## src/hdl/spe_pkg.sv

```systemverilog
// ----------------------------------------------------------------------------
// spe_pkg
// Shared types and constants of the spline path evaluator: controller states,
// read selects, register map and the command/status bundles between the
// controller and the datapath.
// ----------------------------------------------------------------------------
`default_nettype none

package spe_pkg;

  // width of the point count register and of segment numbers
  localparam int CNT_W   = 7;
  // width of coordinates and tick values
  localparam int DATA_W  = 32;
  // width of the spline coefficients a, b, d0 (signed)
  localparam int COEF_W  = 37;
  // width of the position accumulator
  localparam int ACC_W   = 64;
  // APB address width and register indexes
  localparam int ADDR_W  = 4;

  typedef enum logic [1:0] {
    REG_POINT_COUNT = 2'd0,
    REG_START_DELAY = 2'd1,
    REG_RUN_LENGTH  = 2'd2,
    REG_NONE        = 2'd3
  } reg_idx_t;

  // axis codes
  localparam logic [1:0] AXIS_X = 2'd0;
  localparam logic [1:0] AXIS_Y = 2'd1;
  localparam logic [1:0] AXIS_Z = 2'd2;

  // point memory read selects
  typedef enum logic [2:0] {
    RS_N0   = 3'd0,
    RS_N1   = 3'd1,
    RS_N2   = 3'd2,
    RS_N3   = 3'd3,
    RS_LAST = 3'd4
  } rsel_t;

  // multiply terms of the cubic
  localparam logic [1:0] TERM_CUBE   = 2'd0;
  localparam logic [1:0] TERM_SQUARE = 2'd1;
  localparam logic [1:0] TERM_LINEAR = 2'd2;

  typedef enum logic [10:0] {
    S_IDLE    = 11'b000_0000_0001,
    S_CLASS   = 11'b000_0000_0010,
    S_NUM     = 11'b000_0000_0100,
    S_DIV     = 11'b000_0000_1000,
    S_FETCH   = 11'b000_0001_0000,
    S_COEF    = 11'b000_0010_0000,
    S_MAC     = 11'b000_0100_0000,
    S_ROUND   = 11'b000_1000_0000,
    S_LAST_WT = 11'b001_0000_0000,
    S_EMIT    = 11'b010_0000_0000
  } state_t;

  typedef struct packed {
    logic       load_we;
    logic       eval_cap;
    logic       num_ld;
    logic       div_ld;
    logic       div_step;
    logic       rd_en;
    rsel_t      rd_sel;
    logic       q_cap;
    logic [1:0] q_sel;
    logic       w2_ld;
    logic       w3_ld;
    logic       coef_ld;
    logic [1:0] axis;
    logic       mac_mul;
    logic [1:0] mac_k;
    logic       mac_acc;
    logic       held_ld;
    logic       last_ld;
    logic       out_ld;
    logic       out_fin;
  } cmd_t;

  typedef struct packed {
    logic early;
    logic after;
  } sts_t;

endpackage

`default_nettype wire

```

## src/hdl/spe_ctrl.sv

```systemverilog
// ----------------------------------------------------------------------------
// spe_ctrl
// Sequencer of the spline path evaluator: classifies each evaluate beat,
// steps the serial divider, the point fetch, the per-axis multiply-accumulate
// and the result handoff.
// ----------------------------------------------------------------------------
`default_nettype none

module spe_ctrl #(
  parameter int FRAC_BITS = 16
) (
  input  wire logic          clk,
  input  wire logic          rst_n,
  input  wire logic          in_valid,
  input  wire logic          in_cmd,
  output logic               in_ready,
  input  wire logic          out_ready,
  output logic               out_valid,
  input  wire spe_pkg::sts_t sts,
  output spe_pkg::cmd_t      cmd
);

  localparam int QW  = spe_pkg::CNT_W + FRAC_BITS;
  localparam int SCW = $clog2(QW);

  spe_pkg::state_t state_r, state_nxt;
  logic [SCW-1:0]  step_r, step_nxt;
  logic [1:0]      axis_r, axis_nxt;
  logic            fin_r, fin_nxt;
  logic            out_valid_r, out_valid_nxt;

  assign out_valid = out_valid_r;

  // next state and commands
  always_comb begin
    state_nxt = state_r;
    step_nxt  = step_r;
    axis_nxt  = axis_r;
    fin_nxt   = fin_r;
    in_ready  = 1'b0;
    cmd       = '0;
    cmd.axis  = axis_r;
    unique case (state_r)
      spe_pkg::S_IDLE: begin
        in_ready = 1'b1;
        if (in_valid) begin
          if (in_cmd) begin
            cmd.eval_cap = 1'b1;
            state_nxt    = spe_pkg::S_CLASS;
          end else begin
            cmd.load_we = 1'b1;
          end
        end
      end
      spe_pkg::S_CLASS: begin
        cmd.num_ld = 1'b1;
        priority if (sts.early) begin
          fin_nxt   = 1'b0;
          state_nxt = spe_pkg::S_EMIT;
        end else if (sts.after) begin
          cmd.rd_en  = 1'b1;
          cmd.rd_sel = spe_pkg::RS_LAST;
          state_nxt  = spe_pkg::S_LAST_WT;
        end else begin
          state_nxt = spe_pkg::S_NUM;
        end
      end
      spe_pkg::S_NUM: begin
        cmd.div_ld = 1'b1;
        step_nxt   = '0;
        state_nxt  = spe_pkg::S_DIV;
      end
      spe_pkg::S_DIV: begin
        cmd.div_step = 1'b1;
        if (step_r == SCW'(QW - 1)) begin
          step_nxt  = '0;
          state_nxt = spe_pkg::S_FETCH;
        end else begin
          step_nxt = step_r + 1'b1;
        end
      end
      spe_pkg::S_FETCH: begin
        // issue four neighbor reads, capture each from the read register on the next step
        if (step_r < SCW'(4)) begin
          cmd.rd_en = 1'b1;
          unique case (step_r[1:0])
            2'd0:    cmd.rd_sel = spe_pkg::RS_N0;
            2'd1:    cmd.rd_sel = spe_pkg::RS_N1;
            2'd2:    cmd.rd_sel = spe_pkg::RS_N2;
            default: cmd.rd_sel = spe_pkg::RS_N3;
          endcase
        end
        if (step_r != '0) begin
          cmd.q_cap = 1'b1;
          cmd.q_sel = 2'(step_r - 1'b1);
        end
        cmd.w2_ld = (step_r == SCW'(0));
        cmd.w3_ld = (step_r == SCW'(1));
        if (step_r == SCW'(4)) begin
          axis_nxt  = spe_pkg::AXIS_X;
          state_nxt = spe_pkg::S_COEF;
        end else begin
          step_nxt = step_r + 1'b1;
        end
      end
      spe_pkg::S_COEF: begin
        cmd.coef_ld = 1'b1;
        step_nxt    = '0;
        state_nxt   = spe_pkg::S_MAC;
      end
      spe_pkg::S_MAC: begin
        // multiply one term, add the previous product
        if (step_r < SCW'(3)) begin
          cmd.mac_mul = 1'b1;
          cmd.mac_k   = step_r[1:0];
        end
        cmd.mac_acc = (step_r != '0);
        if (step_r == SCW'(3)) begin
          state_nxt = spe_pkg::S_ROUND;
        end else begin
          step_nxt = step_r + 1'b1;
        end
      end
      spe_pkg::S_ROUND: begin
        cmd.held_ld = 1'b1;
        if (axis_r == spe_pkg::AXIS_Z) begin
          fin_nxt   = 1'b0;
          state_nxt = spe_pkg::S_EMIT;
        end else begin
          axis_nxt  = axis_r + 1'b1;
          state_nxt = spe_pkg::S_COEF;
        end
      end
      spe_pkg::S_LAST_WT: begin
        cmd.last_ld = 1'b1;
        fin_nxt     = 1'b1;
        state_nxt   = spe_pkg::S_EMIT;
      end
      spe_pkg::S_EMIT: begin
        // hold until the output register is free
        if (!out_valid_r || out_ready) begin
          cmd.out_ld  = 1'b1;
          cmd.out_fin = fin_r;
          state_nxt   = spe_pkg::S_IDLE;
        end
      end
      default: begin
        state_nxt = spe_pkg::S_IDLE;
      end
    endcase
  end

  // output beat valid
  always_comb begin
    out_valid_nxt = out_valid_r;
    if (cmd.out_ld) begin
      out_valid_nxt = 1'b1;
    end else if (out_ready) begin
      out_valid_nxt = 1'b0;
    end
  end

  always_ff @(posedge clk) begin
    if (!rst_n) begin
      state_r     <= spe_pkg::S_IDLE;
      step_r      <= '0;
      axis_r      <= spe_pkg::AXIS_X;
      fin_r       <= 1'b0;
      out_valid_r <= 1'b0;
    end else begin
      state_r     <= state_nxt;
      step_r      <= step_nxt;
      axis_r      <= axis_nxt;
      fin_r       <= fin_nxt;
      out_valid_r <= out_valid_nxt;
    end
  end

endmodule

`default_nettype wire

```

## config.mk

```make
export PLATFORM = sky130hd
export DESIGN_NAME = spe_ctrl
export DESIGN_NICKNAME = d
export VERILOG_FILES = /design/src/hdl/spe_pkg.sv /design/src/hdl/spe_ctrl.sv
export SDC_FILE = /design/constraint.sdc
export NUM_CORES = 1
export LEC_CHECK = 0
export ABC_AREA = 1
export BUFFER_PORTS_ARGS = -buffer_cell sky130_fd_sc_hd__buf_4
export CORE_UTILIZATION = 45
export CTS_CLUSTER_SIZE = 12
export DETAILED_ROUTE_END_ITERATION = 6
export PLACE_DENSITY_LB_ADDON = 0.2
export SYNTH_ARGS = -nofsm -noshare
export SYNTH_HDL_FRONTEND = slang
export SYNTH_SLANG_ARGS = --single-unit
```

## constraint.sdc

```tcl
create_clock -name clk -period 1.65 [get_ports clk]
set_input_delay 0.33 -clock clk [delete_from_list [all_inputs] [get_ports clk]]
set_output_delay 0.33 -clock clk [all_outputs]
set_load 0.1 [all_outputs]
```

==> run_results.csv, run 1 <==
group,metric,value,unit
yosys,synth-edff-count,0,
cts,cts.sinks,19,
cts,cts_hold_buf,0,
die,die_h,58.2,µm
yosys,syn-num-nets,240,
yosys,synth.most_common_cell,"nor2_1",
yosys,netlist_area,1420,µm²
yosys,ys_ff_latch,19,
placement,io_buffers,33,
yosys,synth_seq_area_share,26.8,%
sta,grt-worst-endpoint,"cmd[14]",
yosys,synthTopCellsByCount,"nor2_1, nand2_1, inv_1",
sta,worstEpCategory,"top-level output",
die,die_x,58.2,µm
yosys,synth-compound-area-share,5.81,%
die,io_pins,34,
yosys,synth-async-reset-ratio,0,%
yosys,synth_top_family_by_area,"simple AND/OR/NAND/NOR gates",
yosys,synth_largest_area_cell,"dfxtp_1",
cts,cts.path.max_buffers,2,
placement,gp_congestion,0.895,
status,lastStage,"global routing (5_1_grt)",
yosys,synthMuxAreaShare,0,%
yosys,postSynthAreaPerCell,6.23,µm²
cts,cts.htree.levels,1,
yosys,ys_warn_count,0,
yosys,syn_inst,228,
die,std_cell_rows,20,
placement,dpl.hpwl,3.31,mm
yosys,synth_flop_cell,"dfxtp_1",
yosys,synth_top_area_share,26.8,%
die,start_util,46.9,%
placement,dp_slack,-119,ps
yosys,synth_fa_ha_area_share,4.41,%
global_routing,grt_start_max_net_pins,15,
cts,cts-root-buf,"clkbuf_4",
cts,cts_buffers,3,
status,first-error,"[ERROR DPL-0038] Utilization greater than 100%, impossible to legalize",
status,status,"aborted with a tool error",
yosys,synth-simple-area-share,48.7,%
yosys,synth_xor_area_share,1.23,%
yosys,ys_top_cells_by_area,"dfxtp_1, nor2_1, nand2_1, inv_1, nand3_1",
yosys,synth_cell_types,27,
[per-stage QoR]
step | TNS, ps | utilization [%] | instances | cell area [µm²] | hold slack (ps)
after global placement | -484 | 76.1 | 344 | 2300 | 483
after floorplan | -6630 | - | 228 | 1690 | 407
after CTS | -6770 | 97.4 | 365 | 2950 | 184
after detailed placement | -1000 | 76.1 | 344 | 2300 | 495
[kinds of logic after synthesis]
group	count (synthesis)
and+or+nand+nor	140
DFF	19
AOI/OAI and AO/OA	15
adders and majority gates	5
buffers and inverters	47
xor gates and xnor gates	2
[timing repair]
item	in CTS
buffers inserted	17
endpoints found under the setup margin	28
resized for setup	126
pin swaps	25
==> run 2, diff against run 1 <==
Settings changed: CORE_UTILIZATION 45 to 30, CTS_CLUSTER_SIZE 12 to default, PLACE_DENSITY_LB_ADDON 0.2 to 0.15.
==> run_results.csv, run 2 <==
group,metric,value,unit
status,status,"finished, violations left",
status,failed_checks,"setup timing",
cts,worst_skew_pair.late_latency,260,ps
sta,finalHoldViolCount,0,
die,start_util,32.0,%
cells_and_area,finalNonFillerCells,388,
cts,cts.htree.levels,1,
sta,fin_crit_sh,117,%
global_routing,first_global_vias,1753,
cells_and_area,fin_nets,349,
cells_and_area,drive_gt1_share,70.8,%
run,cap_violations,0,
yosys,netlist_area,1420,µm²
placement,gp_congestion,0.793,
global_routing,antenna_found_initial,0,
sta,finalSetupViolCount,29,
cells_and_area,syn_to_final_growth,127,%
sta,slew_headroom,72.0,%
power,p_per_area,1230,nW/µm²
worst_hold_path,hold_class,"in -> reg",
sta,final_max_slew_viol_count,0,
sta,fmax,0.517,GHz
critical_path,crit_family,"simple AND/OR/NAND/NOR gates",
yosys,synth_largest_area_cell,"dfxtp_1",
cts,cts-root-buf,"clkbuf_8",
critical_path,path_cells,"nor2_4 -> nand2_4 -> buf_12 -> nor2_4 -> nand3_4 -> nor3b_4 -> buf_12",
die,core-area,4440,µm²
placement,dpl.hpwl,3.47,mm
critical_path,critPathRequiredTime,1320,ps
critical_path,crit_slowest_cell,"dfxtp_2",
cts,cts.reportedPaths.clkPinSlew,80,ps
sta,fin_worst_skew,1.43,ps
yosys,synth-async-reset-ratio,0,%
cells_and_area,top_regs,"state_r: 10 flops, step_r: 5 flops, axis_r: 2 flops",
critical_path,path_depth,7,
die,die_h,70.8,µm
cts,cts.sinks,19,
critical_path,critPathBufInv,2,
critical_path,path_class,"reg -> out",
sta,rsz0062_at_grt,"yes",
route,via_per_inst,4.69,
sta,worst_pin_slew,416,ps
cts,cts.path.max_buffers,2,
cells_and_area,diodes,0,
cells_and_area,final_cell_mix,"buf_4, nor2_4, nor2_1, nand2_1, buf_12",
power,peakVddDrop,0.974,mV
yosys,postSynthAreaPerCell,6.23,µm²
worst_hold_path,worstHoldPathCells,2,
route,final_antenna_net_count,0,
cts,cts_tree,"yes",
yosys,syn_inst,228,
route,first_pass_iters,6,
placement,io_buffers,33,
power,leakage,1.43,nW
sta,final.setup.worst_slack,-285,ps
global_routing,overflow,0,
die,dieArea,5010,µm²
cells_and_area,largest_reg_flops,10,
critical_path,arrival,1610,ps
yosys,synth-edff-count,0,
yosys,syn-num-nets,240,
sta,holdWs,263,ps
yosys,synth.most_common_cell,"nor2_1",
yosys,synth_top_area_share,26.8,%
route,routedWlPerCell,12.8,µm
yosys,synth_seq_area_share,26.8,%
global_routing,grt_start_max_net_pins,15,
cells_and_area,top_register,"state_r",
die,std_cell_rows,24,
critical_path,critPathMaxFanout,4,
yosys,synthTopCellsByCount,"nor2_1, nand2_1, inv_1",
placement,placed_cells,354,
yosys,ys_warn_count,0,
yosys,synth_cell_types,27,
cells_and_area,final_common_cell,"buf_4",
critical_path,start_kind,"flip-flop",
sta,fin_crit,1940,ps
global_routing,grt_usage,19.3,%
critical_path,critPathCaptureType,"output pin",
critical_path,rr_worst_depth,15,
route,drt_first_iter_violations,47,
cells_and_area,final_util,72.7,%
yosys,synth_flop_cell,"dfxtp_1",
route,drc,0,
cts,cts_hold_buf,0,
route,totalWireLength,4.98,mm
critical_path,max_stage_delay,340,ps
route,via_count,1818,
die,io_pins,34,
die,die_x,70.8,µm
global_routing,grt_pass1_wl,7.65,mm
cts,cts_buffers,3,
yosys,ys_ff_latch,19,
yosys,ys_top_cells_by_area,"dfxtp_1, nor2_1, nand2_1, inv_1, nand3_1",
==> run 2: power by group <==
group	total (W)	internal (W)	switching [W]
Clock	0.000342	0.000168	0.000174
Combinational	0.00300	0.00130	0.00170
Sequential	0.000634	0.000545	0.0000888
==> run 2: metal layers <==
layer	vias up	routed length (µm)	track usage [%]
met3	8	85	1.71
met4	0	84	6.44
li1	929	-	-
met5	-	0	0
met1	860	1960	20.8
met2	21	2850	38.8
==> run 2: final timing paths <==
kind                                 from                 endpoint  slack, ps
hold reg to reg    axis_r[1]$_SDFFE_PN0P_   axis_r[1]$_SDFFE_PN0P_        520
setup reg to reg  state_r[1]$_SDFFE_PN0P_   step_r[3]$_SDFFE_PN0P_        -30
setup / recovery  state_r[1]$_SDFFE_PN0P_                   cmd[0]       -290
hold / removal                     sts[1]  state_r[2]$_SDFFE_PN0P_        260
==> run 2: kinds of logic (layout without fill, tap and decap cells) <==
family	count (synthesis)	count (layout)	share of synthesized area (%)
buf+inv	47	155	13.0
fa+ha+maj	5	5	4.41
xor+xnor	2	2	1.23
compound gates	15	15	5.82
flops	19	19	26.8
simple gates	140	140	48.7
==> run 2: repair_timing <==
item	4_1_cts	5_1_grt
gates resized for setup	113	53
buffers inserted	13	17
endpoints found under the hold margin	0	0
pin swaps	22	22
endpoints found under the setup margin	24	38
==> run 2: per-stage QoR <==
stage	TNS (ps)	total power [W]	area, µm²	setup WS (ps)
finish	-4740	0.00397	3230	-285
detailed placement	-777	0.00283	2330	-99.3
global route	-6690	0.00418	3230	-341
global placement	-544	0.00282	2330	-79.3
CTS	-4620	0.00362	2890	-277
floorplan	-6630	0.00210	1690	-594
==> run 2: layout make-up <==
cell class              instances  area, µm²
repair buffers                107       1160
clock inverters                 1       5.00
clock buffers                   3       41.3
fillers                       326       1210
flip-flops and latches         19        414
inverters                      44        214
multi-input cells             162       1330
well taps                      52       65.1
Note: power is estimated with default switching activity, not from simulation.
==> run 3, diff against run 2 <==
Settings changed: GPL_TIMING_DRIVEN from default to 0.
Clock period 1.65 ns to 1.67 ns, I/O delays scaled along.
==> run_results.csv, run 3 (synthesis gave the netlist of run 2 again) <==
group,metric,value,unit
status,status,"finished, violations left",
status,failed_checks,"setup timing",
cells_and_area,final_common_cell,"buf_4",
global_routing,antenna_found_initial,0,
power,leakage,1.26,nW
worst_hold_path,worstHoldPathCells,2,
placement,dpl.hpwl,3.06,mm
cells_and_area,top_register,"state_r",
cells_and_area,top_regs,"state_r: 10 flops, step_r: 5 flops, axis_r: 2 flops",
critical_path,arrival,1640,ps
worst_hold_path,hp-start,"sts[1]",
sta,final.setup.worst_slack,-304,ps
placement,gp_congestion,0.841,
cts,cts.path.max_buffers,2,
cts,cts.reportedPaths.clkPinSlew,90,ps
cts,cts.htree.levels,1,
sta,finalSetupViolCount,28,
worst_hold_path,hold_class,"in -> reg",
cts,worst_skew_pair.late_latency,270,ps
cts,cts_tree,"yes",
cells_and_area,drive_gt1_share,63.2,%
sta,worst_pin_slew,456,ps
sta,final_max_slew_viol_count,0,
global_routing,overflow,0,
sta,slew_headroom,69.5,%
cells_and_area,register_area,423,µm²
cells_and_area,diodes,0,
route,drt_first_iter_violations,43,
critical_path,critPathMaxFanout,5,
critical_path,r2r-start,"state_r[9]$_SDFFE_PN0P_",
route,drc,0,
global_routing,grt_pass1_wl,7.32,mm
cts,cts_buffers,3,
sta,fin_crit_sh,118,%
sta,fmax,0.507,GHz
critical_path,regToRegSetupSlack,-90,ps
cells_and_area,fill_cells,371,
global_routing,first_global_vias,1637,
worst_hold_path,holdPathEnd,"state_r[2]$_SDFFE_PN0P_",
critical_path,rr_endpoint,"step_r[4]$_SDFFE_PN0P_",
die,die_h,70.8,µm
die,dieArea,5010,µm²
critical_path,start_kind,"flip-flop",
critical_path,critPathRequiredTime,1340,ps
cts,cts-root-buf,"clkbuf_8",
critical_path,path_class,"reg -> out",
placement,dp_slack,-332,ps
power,finalPower,0.00354,W
run,cap_violations,0,
placement,io_buffers,33,
die,core-area,4440,µm²
power,p_per_area,1220,nW/µm²
global_routing,grt_start_max_net_pins,12,
power,peakVddDrop,0.844,mV
sta,fin_crit,1970,ps
global_routing,grt_usage,18.4,%
sta,rsz0062_at_grt,"yes",
cells_and_area,multi_input_area,1280,µm²
die,io_pins,34,
route,via_count,1711,
cells_and_area,final_cell_mix,"buf_4, nor2_1, nand2_1, nor2_4, buf_12",
cells_and_area,largest_reg_flops,10,
route,totalWireLength,4.84,mm
die,start_util,32.0,%
route,routedWlPerCell,13.6,µm
cts,cts.sinks,19,
sta,fin_worst_skew,7.35,ps
critical_path,critPathCaptureType,"output pin",
die,die_x,70.8,µm
cells_and_area,fin_nets,317,
route,final_antenna_net_count,0,
sta,finalHoldViolCount,0,
route,first_pass_iters,6,
cells_and_area,syn_to_final_growth,104,%
critical_path,rr_worst_depth,14,
route,via_per_inst,4.81,
die,std_cell_rows,24,
## run 3: critical path, stage by stage (launching register included)
cell,delay [ps]
dfxtp_4,370
inv_2,130
nand2_8,80
nor2_4,150
buf_4,130
buf_6,90
nand3_2,130
inv_2,100
buf_12,170
## run 3: what timing repair did
action,4_1_cts,5_1_grt
hold endpoints to repair,0,0
pin swaps,23,22
hold buffers,0,0
gates resized for setup,107,35
setup endpoints to repair,24,37
cloned,0,0
setup buffers,27,14
## run 3: power by group
part	internal, W	switching, W
registers	0.000549	0.000105
clock network	0.000167	0.000187
logic	0.00101	0.00152
total	0.00173	0.00182
## run 3: worst max path at each step
| stage | startpoint | to | cells after the start |
|---|---|---|---|
| 3_3_place_gp | state_r[2]$_SDFFE_PN0P_ | cmd[17] | 8 |
| 4_1_cts | state_r[9]$_SDFFE_PN0P_ | cmd[23] | 8 |
| 3_5_place_dp | state_r[2]$_SDFFE_PN0P_ | cmd[17] | 8 |
| 2_1_floorplan | step_r[0]$_SDFFE_PN0P_ | cmd[13] | 7 |
| 6_report | state_r[9]$_SDFFE_PN0P_ | cmd[10] | 8 |
| 5_1_grt | state_r[9]$_SDFFE_PN0P_ | cmd[10] | 8 |
## run 3: final cells by class
class	instances	area share (%)
plain buffers	2	0.562
clock buffers	3	1.43
clock inverters	1	0.173
inverters	44	7.13
multi-input cells	162	44.4
flip-flops and latches	19	14.6
well taps	52	2.25
repair buffers	73	29.5
## run 3: layer usage
layer	GRT usage (%)	routed length [µm]	up-vias
li1	-	-	865
met1	20.6	1950	823
met2	36.4	2750	19
met3	2.56	109	4
met4	4.00	32	0
met5	0	0	-
## run 3: metrics by stage
stage               cell area [µm²]  util, %  setup TNS [ps]  instances  hold slack (ps)
floorplan                      1690        -           -6370        228              411
global placement               2000     45.1           -2750        313              490
detailed placement             2000     45.1           -2790        313              502
CTS                            2660     59.9           -4640        344              242
global route                   2900     65.1           -7240        356              244
finish                         2900     65.1           -5370        356              243
